### src/sv/pfs_pkg.sv
// Shared types and constants for the pixel frame statistics unit.
// No dependencies; imported by every module of the unit.
package pfs_pkg;

    localparam int DEF_MAX_WIDTH  = 4096;
    localparam int DEF_MAX_HEIGHT = 4096;
    localparam int CFG_W          = 13;
    localparam int POS_W          = 12;
    localparam int CH_W           = 8;
    localparam int SUM_W          = 10;
    localparam int QUEUE_DEPTH    = 4;

    localparam logic [CFG_W-1:0] WIDTH_RESET   = CFG_W'(640);
    localparam logic [SUM_W-1:0] DARK_SUM_INIT = SUM_W'(256 * 3);
    localparam logic [CH_W-1:0]  CH_MAX_VAL    = CH_W'(255);

    typedef enum logic [1:0] {
        RK_BRIGHTEST = 2'd0,
        RK_DARKEST   = 2'd1,
        RK_CH_MAX    = 2'd2,
        RK_CH_MIN    = 2'd3
    } t_report_kind;

    typedef enum logic {
        BK_RUN,
        BK_REPORT
    } t_back_state;

    typedef struct packed {
        logic [CH_W-1:0] red;
        logic [CH_W-1:0] green;
        logic [CH_W-1:0] blue;
        logic            end_of_frame;
    } t_pix;

    typedef struct packed {
        t_report_kind     report_kind;
        logic [POS_W-1:0] pos_x;
        logic [POS_W-1:0] pos_y;
        logic [CH_W-1:0]  val_r;
        logic [CH_W-1:0]  val_g;
        logic [CH_W-1:0]  val_b;
        logic             last_of_run;
    } t_report;

    typedef struct packed {
        logic [POS_W-1:0] x;
        logic [POS_W-1:0] y;
        logic [CH_W-1:0]  r;
        logic [CH_W-1:0]  g;
        logic [CH_W-1:0]  b;
    } t_pix_rec;

    typedef struct packed {
        t_pix_rec         pix;
        logic [SUM_W-1:0] sum;
        logic             eof;
    } t_work;

endpackage

### src/sv/pfs_front.sv
// Front end: accepts pixels, tracks column and row, computes the R+G+B sum.
// Depends on pfs_pkg; feeds pfs_queue.
module pfs_front #(
    parameter int MAX_WIDTH  = pfs_pkg::DEF_MAX_WIDTH,
    parameter int MAX_HEIGHT = pfs_pkg::DEF_MAX_HEIGHT
) (
    input  logic                      i_clk,
    input  logic                      i_rst_n,
    input  logic                      i_cfg_we,
    input  logic [pfs_pkg::CFG_W-1:0] i_cfg_wdata,
    input  logic                      i_pix_valid,
    output logic                      o_pix_ready,
    input  pfs_pkg::t_pix             i_pix,
    input  logic                      i_q_full,
    output logic                      o_q_push,
    output pfs_pkg::t_work            o_q_data
);
    import pfs_pkg::*;

    localparam int CW = (MAX_WIDTH > 1) ? $clog2(MAX_WIDTH) : 1;
    localparam int RW = (MAX_HEIGHT > 1) ? $clog2(MAX_HEIGHT) : 1;
    localparam int WW = (CW + 1 > CFG_W) ? CW + 1 : CFG_W;
    localparam logic [WW-1:0] W_MAX    = WW'(MAX_WIDTH);
    localparam logic [RW-1:0] ROW_LAST = RW'(MAX_HEIGHT - 1);

    logic [CFG_W-1:0] r_image_width;
    logic [CW-1:0]    r_col, n_col;
    logic [RW-1:0]    r_row, n_row;
    logic [WW-1:0]    w_ext, w_eff, col_inc;
    logic             accept;

    assign o_pix_ready = !i_q_full;
    assign accept      = i_pix_valid && o_pix_ready;
    assign o_q_push    = accept;

    always_comb begin
        o_q_data.pix.x = POS_W'(r_col);
        o_q_data.pix.y = POS_W'(r_row);
        o_q_data.pix.r = i_pix.red;
        o_q_data.pix.g = i_pix.green;
        o_q_data.pix.b = i_pix.blue;
        o_q_data.sum   = SUM_W'(i_pix.red) + SUM_W'(i_pix.green) + SUM_W'(i_pix.blue);
        o_q_data.eof   = i_pix.end_of_frame;
    end

    always_comb begin
        w_ext = WW'(r_image_width);
        priority if (w_ext == '0) begin
            w_eff = WW'(1);
        end else if (w_ext > W_MAX) begin
            w_eff = W_MAX;
        end else begin
            w_eff = w_ext;
        end
        col_inc = WW'(r_col) + WW'(1);
        n_col   = r_col;
        n_row   = r_row;
        if (accept) begin
            priority if (i_pix.end_of_frame) begin
                n_col = '0;
                n_row = '0;
            end else if (col_inc >= w_eff) begin
                n_col = '0;
                if (r_row != ROW_LAST) begin
                    n_row = r_row + RW'(1);
                end
            end else begin
                n_col = CW'(col_inc);
            end
        end
    end

    always_ff @(posedge i_clk) begin
        if (!i_rst_n) begin
            r_image_width <= WIDTH_RESET;
            r_col         <= '0;
            r_row         <= '0;
        end else begin
            if (i_cfg_we) begin
                r_image_width <= i_cfg_wdata;
            end
            r_col <= n_col;
            r_row <= n_row;
        end
    end

endmodule

### src/sv/pfs_queue.sv
// Short FIFO of classified pixels between the front end and the statistics back end.
// Depends on pfs_pkg for the entry type and depth.
module pfs_queue (
    input  logic           i_clk,
    input  logic           i_rst_n,
    input  logic           i_push,
    input  pfs_pkg::t_work i_data,
    output logic           o_full,
    input  logic           i_pop,
    output logic           o_empty,
    output pfs_pkg::t_work o_head
);
    import pfs_pkg::*;

    localparam int QA = $clog2(QUEUE_DEPTH);

    t_work         r_mem [QUEUE_DEPTH];
    logic [QA-1:0] r_wr_ptr, r_rd_ptr;
    logic [QA:0]   r_count;

    assign o_full  = (r_count == (QA+1)'(QUEUE_DEPTH));
    assign o_empty = (r_count == '0);
    assign o_head  = r_mem[r_rd_ptr];

    always_ff @(posedge i_clk) begin
        if (i_push) begin
            r_mem[r_wr_ptr] <= i_data;
        end
    end

    always_ff @(posedge i_clk) begin
        if (!i_rst_n) begin
            r_wr_ptr <= '0;
            r_rd_ptr <= '0;
            r_count  <= '0;
        end else begin
            if (i_push) begin
                r_wr_ptr <= r_wr_ptr + QA'(1);
            end
            if (i_pop) begin
                r_rd_ptr <= r_rd_ptr + QA'(1);
            end
            unique case ({i_push, i_pop})
                2'b10:   r_count <= r_count + (QA+1)'(1);
                2'b01:   r_count <= r_count - (QA+1)'(1);
                default: r_count <= r_count;
            endcase
        end
    end

endmodule

### src/sv/pfs_back.sv
// Back end: folds queued pixels into the frame statistics and issues four reports per frame.
// Depends on pfs_pkg; drains pfs_queue and drives the registered report output.
module pfs_back (
    input  logic             i_clk,
    input  logic             i_rst_n,
    input  logic             i_q_empty,
    input  pfs_pkg::t_work   i_q_head,
    output logic             o_q_pop,
    output logic             o_rpt_valid,
    input  logic             i_rpt_ready,
    output pfs_pkg::t_report o_rpt
);
    import pfs_pkg::*;

    t_back_state      r_state, n_state;
    t_report_kind     r_kind, n_kind;
    logic             r_out_valid, n_out_valid;
    t_report          r_out, n_out;
    logic             r_bright_valid, n_bright_valid;
    logic [SUM_W-1:0] r_bright_sum, n_bright_sum;
    t_pix_rec         r_bright, n_bright;
    logic [SUM_W-1:0] r_dark_sum, n_dark_sum;
    t_pix_rec         r_dark, n_dark;
    logic [CH_W-1:0]  r_max [3];
    logic [CH_W-1:0]  n_max [3];
    logic [CH_W-1:0]  r_min [3];
    logic [CH_W-1:0]  n_min [3];
    logic [CH_W-1:0]  px [3];
    logic             out_free;

    assign o_rpt_valid = r_out_valid;
    assign o_rpt       = r_out;
    assign out_free    = !r_out_valid || i_rpt_ready;

    always_comb begin
        px[0] = i_q_head.pix.r;
        px[1] = i_q_head.pix.g;
        px[2] = i_q_head.pix.b;

        n_state        = r_state;
        n_kind         = r_kind;
        n_out_valid    = r_out_valid && !i_rpt_ready;
        n_out          = r_out;
        n_bright_valid = r_bright_valid;
        n_bright_sum   = r_bright_sum;
        n_bright       = r_bright;
        n_dark_sum     = r_dark_sum;
        n_dark         = r_dark;
        n_max          = r_max;
        n_min          = r_min;
        o_q_pop        = 1'b0;

        unique case (r_state)
            BK_RUN: begin
                if (!i_q_empty) begin
                    o_q_pop = 1'b1;
                    if (!r_bright_valid || i_q_head.sum > r_bright_sum) begin
                        n_bright_valid = 1'b1;
                        n_bright_sum   = i_q_head.sum;
                        n_bright       = i_q_head.pix;
                    end
                    if (i_q_head.sum < r_dark_sum) begin
                        n_dark_sum = i_q_head.sum;
                        n_dark     = i_q_head.pix;
                    end
                    for (int i = 0; i < 3; i++) begin
                        if (px[i] > r_max[i]) begin
                            n_max[i] = px[i];
                        end
                        if (px[i] < r_min[i]) begin
                            n_min[i] = px[i];
                        end
                    end
                    if (i_q_head.eof) begin
                        n_state = BK_REPORT;
                        n_kind  = RK_BRIGHTEST;
                    end
                end
            end
            BK_REPORT: begin
                if (out_free) begin
                    n_out_valid       = 1'b1;
                    n_out.report_kind = r_kind;
                    n_out.last_of_run = 1'b0;
                    unique case (r_kind)
                        RK_BRIGHTEST: begin
                            n_out.pos_x = r_bright.x;
                            n_out.pos_y = r_bright.y;
                            n_out.val_r = r_bright.r;
                            n_out.val_g = r_bright.g;
                            n_out.val_b = r_bright.b;
                            n_kind      = RK_DARKEST;
                        end
                        RK_DARKEST: begin
                            n_out.pos_x = r_dark.x;
                            n_out.pos_y = r_dark.y;
                            n_out.val_r = r_dark.r;
                            n_out.val_g = r_dark.g;
                            n_out.val_b = r_dark.b;
                            n_kind      = RK_CH_MAX;
                        end
                        RK_CH_MAX: begin
                            n_out.pos_x = '0;
                            n_out.pos_y = '0;
                            n_out.val_r = r_max[0];
                            n_out.val_g = r_max[1];
                            n_out.val_b = r_max[2];
                            n_kind      = RK_CH_MIN;
                        end
                        RK_CH_MIN: begin
                            n_out.pos_x       = '0;
                            n_out.pos_y       = '0;
                            n_out.val_r       = r_min[0];
                            n_out.val_g       = r_min[1];
                            n_out.val_b       = r_min[2];
                            n_out.last_of_run = 1'b1;
                            n_kind            = RK_BRIGHTEST;
                            n_state           = BK_RUN;
                            n_bright_valid    = 1'b0;
                            n_bright_sum      = '0;
                            n_bright          = '0;
                            n_dark_sum        = DARK_SUM_INIT;
                            n_dark            = '0;
                            for (int i = 0; i < 3; i++) begin
                                n_max[i] = '0;
                                n_min[i] = CH_MAX_VAL;
                            end
                        end
                    endcase
                end
            end
        endcase
    end

    always_ff @(posedge i_clk) begin
        r_out <= n_out;
    end

    always_ff @(posedge i_clk) begin
        if (!i_rst_n) begin
            r_state        <= BK_RUN;
            r_kind         <= RK_BRIGHTEST;
            r_out_valid    <= 1'b0;
            r_bright_valid <= 1'b0;
            r_bright_sum   <= '0;
            r_bright       <= '0;
            r_dark_sum     <= DARK_SUM_INIT;
            r_dark         <= '0;
            for (int i = 0; i < 3; i++) begin
                r_max[i] <= '0;
                r_min[i] <= CH_MAX_VAL;
            end
        end else begin
            r_state        <= n_state;
            r_kind         <= n_kind;
            r_out_valid    <= n_out_valid;
            r_bright_valid <= n_bright_valid;
            r_bright_sum   <= n_bright_sum;
            r_bright       <= n_bright;
            r_dark_sum     <= n_dark_sum;
            r_dark         <= n_dark;
            r_max          <= n_max;
            r_min          <= n_min;
        end
    end

endmodule

### src/sv/pixel_frame_statistics_unit.sv
// Pixel frame statistics unit: top level joining front end, queue and back end.
// Depends on pfs_pkg, pfs_front, pfs_queue and pfs_back.
//
// Pixels arrive in raster order on the input channel, one beat per pixel, with
// end_of_frame set on the last pixel of a frame. The user is to write the image
// width register through i_cfg_we / i_cfg_wdata only between frames; the unit
// itself does not enforce this. The unit accepts one pixel per clock while the
// queue is not full; a pixel enters a four-entry queue in the cycle after it is
// accepted, and the back end folds it into the statistics when it pops it.
// At the end-of-frame pixel the back end issues four report beats (brightest,
// darkest, channel maxima, channel minima), one per cycle while the receiver
// takes them, each held in the registered report output. The back end takes no
// queued pixel during the burst; the queue hides the burst only when the input
// idles between frames, otherwise input ready drops while the queue is full.
// When the receiver stalls, the registered report holds and the queue fills;
// input ready drops only once the queue is full.
// Reset clears the counters, the statistics and the queue, and sets the width
// to 640.
module pixel_frame_statistics_unit #(
    parameter int MAX_WIDTH  = pfs_pkg::DEF_MAX_WIDTH,
    parameter int MAX_HEIGHT = pfs_pkg::DEF_MAX_HEIGHT
) (
    input  logic                      i_clk,
    input  logic                      i_rst_n,
    input  logic                      i_cfg_we,
    input  logic [pfs_pkg::CFG_W-1:0] i_cfg_wdata,
    input  logic                      i_pix_valid,
    output logic                      o_pix_ready,
    input  pfs_pkg::t_pix             i_pix,
    output logic                      o_rpt_valid,
    input  logic                      i_rpt_ready,
    output pfs_pkg::t_report          o_rpt
);
    import pfs_pkg::*;

    logic  q_full, q_push, q_pop, q_empty;
    t_work q_in, q_head;

    pfs_front #(
        .MAX_WIDTH  (MAX_WIDTH),
        .MAX_HEIGHT (MAX_HEIGHT)
    ) u_front (
        .i_clk       (i_clk),
        .i_rst_n     (i_rst_n),
        .i_cfg_we    (i_cfg_we),
        .i_cfg_wdata (i_cfg_wdata),
        .i_pix_valid (i_pix_valid),
        .o_pix_ready (o_pix_ready),
        .i_pix       (i_pix),
        .i_q_full    (q_full),
        .o_q_push    (q_push),
        .o_q_data    (q_in)
    );

    pfs_queue u_queue (
        .i_clk   (i_clk),
        .i_rst_n (i_rst_n),
        .i_push  (q_push),
        .i_data  (q_in),
        .o_full  (q_full),
        .i_pop   (q_pop),
        .o_empty (q_empty),
        .o_head  (q_head)
    );

    pfs_back u_back (
        .i_clk       (i_clk),
        .i_rst_n     (i_rst_n),
        .i_q_empty   (q_empty),
        .i_q_head    (q_head),
        .o_q_pop     (q_pop),
        .o_rpt_valid (o_rpt_valid),
        .i_rpt_ready (i_rpt_ready),
        .o_rpt       (o_rpt)
    );

endmodule

### config.mk
export PLATFORM = sky130hd
export DESIGN_NAME = pixel_frame_statistics_unit
export DESIGN_NICKNAME = d
export VERILOG_FILES = /design/src/sv/pfs_pkg.sv /design/src/sv/pfs_front.sv /design/src/sv/pfs_queue.sv /design/src/sv/pfs_back.sv /design/src/sv/pixel_frame_statistics_unit.sv
export SDC_FILE = /design/constraint.sdc
export NUM_CORES = 1
export LEC_CHECK = 0
export BUFFER_PORTS_ARGS = -buffer_cell sky130_fd_sc_hd__buf_2
export CORE_ASPECT_RATIO = 0.6
export CORE_UTILIZATION = 65
export DETAILED_ROUTE_END_ITERATION = 8
export PLACE_DENSITY = 0.85
export SLEW_MARGIN = 20
export SYNTH_ARGS = -nofsm -noshare
export SYNTH_HDL_FRONTEND = slang
export SYNTH_HIERARCHICAL = 1
export SYNTH_SLANG_ARGS = --single-unit
### constraint.sdc
create_clock -name i_clk -period 6.6 [get_ports i_clk]
set_input_delay 0.66 -clock i_clk [delete_from_list [all_inputs] [get_ports i_clk]]
set_output_delay 0.66 -clock i_clk [all_outputs]
set_load 0.01 [all_outputs]
==> results of run 1 <==
==> sequential cells by signal, indices dropped and copies added, names as in the netlist, 12 cells and up, named ones only <==
| name | flops |
|---|---|
| u_back/r_bright | 48 |
| u_queue/r_mem | 236 |
| u_front/r_row | 12 |
| u_front/r_col | 12 |
| u_back/r_min | 24 |
| u_back/r_dark | 48 |
| u_back/o_rpt | 51 |
| u_back/r_max | 24 |
| u_front/r_image_width | 13 |
==> worst min-delay path by stage <==
stage / slack [ns] / startpoint / cells past startpoint / end
2_1_floorplan: 0.43 / u_back/r_dark_sum[0] / 2 / u_back/r_dark_sum[0]
3_3_place_gp: 0.44 / u_back/r_dark_sum[0] / 2 / u_back/r_dark_sum[0]
3_5_place_dp: 0.45 / u_back/r_bright[29] / 2 / u_back/r_bright[29]
4_1_cts: 0.29 / i_cfg_wdata[7] / 3 / u_front/r_image_width[7]
5_1_grt: 0.31 / i_pix[9] / 1 / u_queue/r_mem[2][19]
6_report: 0.31 / i_cfg_wdata[7] / 3 / u_front/r_image_width[7]
==> power by group through the flow <==
stage	sequential (mW)	clock [mW]	combinational, mW
2_1_floorplan	4.57	0	3.26
3_3_place_gp	4.70	0	4.01
3_5_place_dp	4.75	0	4.20
4_1_cts	4.70	2.55	4.24
5_1_grt	4.79	2.67	4.63
6_report	4.71	2.53	4.30
==> cell type report <==
type / count / area (um2) / area share
multi-input combinational: 1051 / 8380 / 0.345
timing repair buffer: 110 / 603 / 0.0248
sequential: 502 / 12900 / 0.532
tap: 459 / 574 / 0.0236
clock inverter: 13 / 82.6 / 0.00340
clock buffer: 69 / 1330 / 0.0546
inverter: 114 / 428 / 0.0176
==> per-stage QoR <==
step	std cells	setup slack, ns	instance area, um2	power, mW
finish	2318	2.48	24300	11.5
global route	2318	2.22	24300	12.1
CTS	2318	2.46	24300	11.5
detailed placement	2236	2.51	22900	8.95
global placement	2236	2.66	22900	8.71
floorplan	1785	3.57	22400	7.84
==> routing by layer <==
metal | up-vias | track usage
li1 | 6475 | -
met1 | 7179 | 0.439
met2 | 782 | 0.453
met3 | 78 | 0.0669
met4 | 0 | 0.0662
met5 | - | 0
==> worst max-delay path: stages (launching register included) <==
cell,delay (ns)
dfxtp_1,0.55
ha_1,0.30
nand3_1,0.15
or3_1,0.56
nor2_4,0.15
xor2_2,0.08
ha_1,0.33
a211oi_2,0.08
o21ai_2,0.27
nor4_1,0.10
a21oi_1,0.72
nor2_1,0.28
a221o_1,0.43
==> kinds of logic after synthesis <==
group / after synthesis / synth area share
and+or+nand+nor: 486 / 0.0933
DFF: 502 / 0.577
muxes: 264 / 0.151
adders and majority gates: 105 / 0.0620
AOI/OAI and AO/OA: 176 / 0.0585
buffers and inverters: 232 / 0.0497
xor gates and xnor gates: 20 / 0.00816
==> synthesized netlist by cell type (3+ instances only) <==
cell type	count	area (um2)
a21o_1	18	135
o211ai_1	11	82.6
nand2_1	285	1070
nor2b_1	17	106
nand2b_1	9	56.3
fa_1	10	200
a21boi_0	3	22.5
o41ai_4	3	82.6
or3_1	4	25.0
o41ai_1	4	35.0
buf_2	22	110
a21oi_1	31	155
o21ai_0	41	205
a222oi_1	24	240
ha_1	95	1190
nand3_1	11	55.1
a211oi_1	8	60.1
nor3_1	12	60.1
and3_1	5	31.3
buf_1	9	33.8
a31oi_1	9	56.3
xnor2_1	13	114
nor4_1	4	25.0
buf_4	32	240
and2_1	15	93.8
and4_1	3	26.3
buf_6	4	45.0
xor2_1	6	52.6
edfxtp_1	287	8620
o31a_1	4	35.0
buf_12	4	80.1
a221o_1	5	50.1
mux2i_1	204	2040
clkbuf_1	47	176
dfxtp_1	215	4300
mux4_2	59	1330
inv_1	112	420
nand4_1	17	106
nor2_1	95	357
==> qor.yml, run 1 <==
synth:
  syn_area_um2: 22400
  syn_inst: 1785
  synth_nets: 1933
  synth_flop_cell: "edfxtp_1"
  synth_cell_types: 62
  yosysWarnings: 6
  synth-seq-cells: 502
  synth_seq_area_share: 0.577
  synthArstFlopShare: 0
  synth_edf_count: 287
  syn_avg_cell_area_um2: 12.5
job:
  maxCapViolCount: 0
final_layout:
  fin_nets: 1971
  final_common_cell: "edfxtp_1"
  final_cell_mix: "edfxtp_1 (287), nand2_1 (285), dfxtp_1 (213), mux2i_1 (204), inv_1 (112)"
  layout-drive-gt1-share: 0.141
  diodes: 0
  postLayoutCoreUtil: 0.719
  nFillCells: 2174
  area_growth_syn_to_layout_pct: 8.63
timing:
  setup_viol: 0
  tightest_slew_ns: 1.13
  fin_crit_sh: 0.625
  max_freq_ghz: 0.243
  tns_ns: 0
  fin_skew_ns: 0.0241
  rsz0062_at_grt: "false"
  hold_ws_ns: 0.309
  timing.slew.headroom: 0.248
  hold_viol_final: 0
  slew_viol_final: 0
  fin_crit_ns: 4.12
power:
  p_sw_mw: 4.18
  p_int_mw: 7.35
  comb_power_share: 0.373
  peakVddDrop_v: 0.000386
  p_sw_frac: 0.362
  cellPowerDensity_nw_per_um2: 474
  leakage_nw: 9.31
  p_clk_frac: 0.219
  p_seq_frac: 0.408
placed_design:
  hpwlAfterDp_mm: 33.6
  gp_congestion: 0.898
  io_buffers: 95
route:
  first_iter_violations: 1815
  wl_met1_mm: 22.4
  drc_errors: 0
  drt-total-wl_mm: 52.3
  via_per_inst: 6.26
  post_drt_wl_per_cell_um: 22.6
  ant_nets: 0
  vias: 14500
  dr.pass1.iters: 8
  route.met2.wl_mm: 23.5
  highest_layer: "met4"
  wl_met3_mm: 5.70
clocking:
  post_cts_buffers: 0
  cts.sink_count: 502
  insertion_delay_ns: 0.57
  htreeDepth: 2
  cts_buffers: 44
  cts_buffer_depth: 3
  cts-hold-fix-buffers: 0
  cts_tree: "done"
  clock-root-buffer: "clkbuf_16"
  clk_pin_slew_ns: 0.07
  ctsResizeCount: 0
floorplan:
  fp.dieW_um: 242
  row_count: 52
  num_io_pins: 96
  die_h_um: 146
  design.core.area_um2: 33800
  die_area_um2: 35200
  floorplan.initialDensity: 0.662
worst_setup_path:
  cp_max_fo: 11
  worstReg2RegEnd: "u_front/r_col[2]"
  worstPathRequired_ns: 7.06
  worstReg2RegStart: "u_front/r_col[1]"
  reg2regPathDepth: 12
  r2r_slack_ns: 2.48
  setup.worst_path.end: "u_front/r_col[2]"
  worst-setup-path-type: "reg -> reg"
  worstPathArrival_ns: 4.58
  startpoint_type: "register"
  critical_path.startpoint: "u_front/r_col[1]"
  endpoint_kind: "register"
global_route:
  grt_pass1_wl_mm: 81.2
  antenna_found_initial: 0
  grt_pass1_vias: 14500
  track_usage: 0.297
  overflow: 0
  grt_max_degree: 98
hold_path:
  hp-class: "in -> reg"
outcome:
  status: "finished, final reports clean"
No activity file was read; power rests on OpenSTA's default activity.
==> inputs of run 2 (changes only) <==
--- a/config.mk
+++ b/config.mk
@@ -7,9 +7,9 @@
 export LEC_CHECK = 0
 export BUFFER_PORTS_ARGS = -buffer_cell sky130_fd_sc_hd__buf_2
 export CORE_ASPECT_RATIO = 0.6
-export CORE_UTILIZATION = 65
+export CORE_UTILIZATION = 62
 export DETAILED_ROUTE_END_ITERATION = 8
-export PLACE_DENSITY = 0.85
+export PLACE_DENSITY = 0.82
 export SLEW_MARGIN = 20
 export SYNTH_ARGS = -nofsm -noshare
 export SYNTH_HDL_FRONTEND = slang
==> constraint.sdc (replaced) <==
create_clock -name i_clk -period 3.8 [get_ports i_clk]
set_input_delay 0.38 -clock i_clk [delete_from_list [all_inputs] [get_ports i_clk]]
set_output_delay 0.38 -clock i_clk [all_outputs]
set_load 0.01 [all_outputs]
==> qor.yml, run 2 (same netlist as run 1, synthesis figures left out) <==
route:
  dr.pass1.iters: 9  # was 8
  first_iter_violations: 1730  # was 1815
  post_drt_wl_per_cell_um: 21.7  # was 22.6 um
  via_per_inst: 6.14  # was 6.26
  vias: 14400  # was 14500
  ant_nets: 0  # unchanged
  drt-total-wl_mm: 50.8  # was 52.3 mm
  drc_errors: 5  # was 0
hold_path:
  hp-class: "in -> reg"  # unchanged
clocking:
  clock-root-buffer: "clkbuf_16"  # unchanged
  cts_buffer_depth: 3  # unchanged
  cts_buffers: 43  # was 44
  cts-hold-fix-buffers: 0  # unchanged
  post_cts_buffers: 0  # unchanged
  insertion_delay_ns: 0.56  # was 0.57 ns
  htreeDepth: 2  # unchanged
  clk_pin_slew_ns: 0.07  # about the same
  cts_tree: "done"  # unchanged
  cts.sink_count: 502  # unchanged
final_layout:
  largest-register: "u_queue/r_mem"  # unchanged
  largest_reg_flops: 236  # unchanged
  area_growth_syn_to_layout_pct: 9.73  # was 8.63%
  postLayoutCoreUtil: 0.696  # was 0.719
  fin_nets: 1985  # was 1971
  diodes: 0  # unchanged
  instances_no_fill: 2338  # was 2318
  layout-drive-gt1-share: 0.148  # was 0.141
  nFillCells: 2350  # was 2174
  final_common_cell: "edfxtp_1"  # unchanged
  final_cell_mix: "edfxtp_1 (287), nand2_1 (285), dfxtp_1 (213), mux2i_1 (204), inv_1 (112)"  # unchanged
floorplan:
  row_count: 53  # was 52
  die_h_um: 149  # was 146 um
  die_area_um2: 36900  # was 35200 um2
  floorplan.initialDensity: 0.635  # was 0.662
  fp.dieW_um: 247  # was 242 um
  design.core.area_um2: 35300  # was 33800 um2
  num_io_pins: 96  # unchanged
timing:
  setup_viol: 0  # unchanged
  fin_crit_sh: 0.923  # was 0.625
  fin_crit_ns: 3.51  # was 4.12 ns
  tns_ns: 0  # unchanged
  fin_ws_ns: 0.291  # was 2.48 ns
  rsz0062_at_grt: "false"  # unchanged
  hold_viol_final: 0  # unchanged
  tightest_slew_ns: 1.20  # was 1.13 ns
  fin_skew_ns: 0.0183  # was 0.0241 ns
  max_freq_ghz: 0.285  # was 0.243 GHz
  slew_viol_final: 0  # unchanged
  timing.slew.headroom: 0.199  # was 0.248
worst_setup_path:
  worstPathRequired_ns: 4.28  # was 7.06 ns
  cp_max_fo: 9  # was 11
  worst-setup-path-type: "reg -> reg"  # unchanged
  endpoint_kind: "register"  # unchanged
  cpPeakStageDelay_ns: 0.54  # was 0.72 ns
  crit_path_top_delay_cell: "or3_1"  # was a21oi_1
  startpoint_type: "register"  # unchanged
  cp_cell_sequence: "ha_1 > nand3_1 > or3_1 > nor2_4 > xor2_2 > ha_1 > a211oi_2 > o21ai_2 > o21ai_2 > a211o_4 > or3_1 > a21oi_1"  # was ha_1 > nand3_1 > or3_1 > nor2_4 > xor2_2 > ha_1 > a211oi_2 > o21ai_2 > nor4_1 > a21oi_1 > nor2_1 > a221o_1
  worstPathArrival_ns: 3.99  # was 4.58 ns
outcome:
  violations: "design-rule violations"
  status: "finished with violations"  # was finished, final reports clean
global_route:
  grt_max_degree: 94  # was 98
  track_usage: 0.279  # was 0.297
  grt_pass1_wl_mm: 78.5  # was 81.2 mm
  grt_pass1_vias: 13900  # was 14500
  overflow: 0  # unchanged
  antenna_found_initial: 1  # was 0
placed_design:
  dp_slack_ns: -0.118  # was 2.51 ns
  dp.cells: 2259  # was 2236
  gp_congestion: 0.867  # was 0.898
  io_buffers: 95  # unchanged
  hpwlAfterDp_mm: 33.5  # was 33.6 mm
power:
  cellPowerDensity_nw_per_um2: 823  # was 474 nW/um2
  leakage_nw: 9.41  # was 9.31 nW
  p_total_mw: 20.2  # was 11.5 mW
  peakVddDrop_v: 0.000570  # was 0.000386 V
job:
  maxCapViolCount: 0  # unchanged
-- run 2: cell types whose count changed in the layout (fill, tap and decap cells not counted), sizes merged --
cell    change
clkbuf      -5
buf        +15
inv         -3
clkinv      +3
bufinv      +2
-- run 2: layout make-up --
class	count	area, um2	area share
Clock inverter	15	119	0.00484
Timing Repair Buffer	125	816	0.0332
Inverter	114	428	0.0174
Clock buffer	64	1280	0.0520
Tap cell	467	584	0.0238
Multi-Input combinational cell	1051	8420	0.343
Sequential cell	502	12900	0.526
-- run 2: stage by stage --
step                      hold WS (ns)  cell area, um2
final                           0.0618           24600
after global routing            0.0570           24600
after CTS                       0.0474           24500
after detailed placement         0.446           23100
after global placement           0.441           23100
after floorplan                  0.430           22400
-- run 2: what timing repair did --
item | in CTS | in global routing
pin swaps | 0 | 1
gates resized for setup | 1 | 5
setup endpoints to repair | 7 | 8
-- run 2: worst max-delay path, delay by kind of cell (launching register included) --
kind / cells / cell delay (ns)
AND/OR/NAND/NOR: 4 / 1.21
AO/OA/AOI/OAI: 5 / 1.01
adder cells (fa/ha/maj): 2 / 0.63
flip-flops: 1 / 0.49
XOR/XNOR: 1 / 0.08
-- run 2: worst paths after layout --
kind	start	to	slack, ns	depth (start not counted)
min reg2reg	u_back/r_bright[34]	u_back/r_bright[34]	0.46	2
max	u_front/r_col[0]	u_front/r_row[2]	0.29	12
max reg2reg	u_front/r_col[0]	u_front/r_row[2]	0.29	12
min	i_cfg_wdata[7]	u_front/r_image_width[7]	0.06	3
-- run 2: power by group --
group | switching, mW | internal, mW | total, mW
clock network | 1.93 | 2.46 | 4.40
registers | 0.737 | 7.26 | 8.00
logic | 4.54 | 3.27 | 7.82
total | 7.22 | 13.0 | 20.2
-- run 2: per-layer routing --
layer | part of all wire | global-route usage | wire (um) | vias to the layer above
met3 | 0.10 | 0.0612 | 5250 | 83
met2 | 0.43 | 0.403 | 22100 | 709
met4 | 0.016 | 0.0638 | 805 | 0
met5 | 0 | 0 | 0 | -
li1 | - | - | - | 6485
met1 | 0.45 | 0.431 | 22700 | 7077
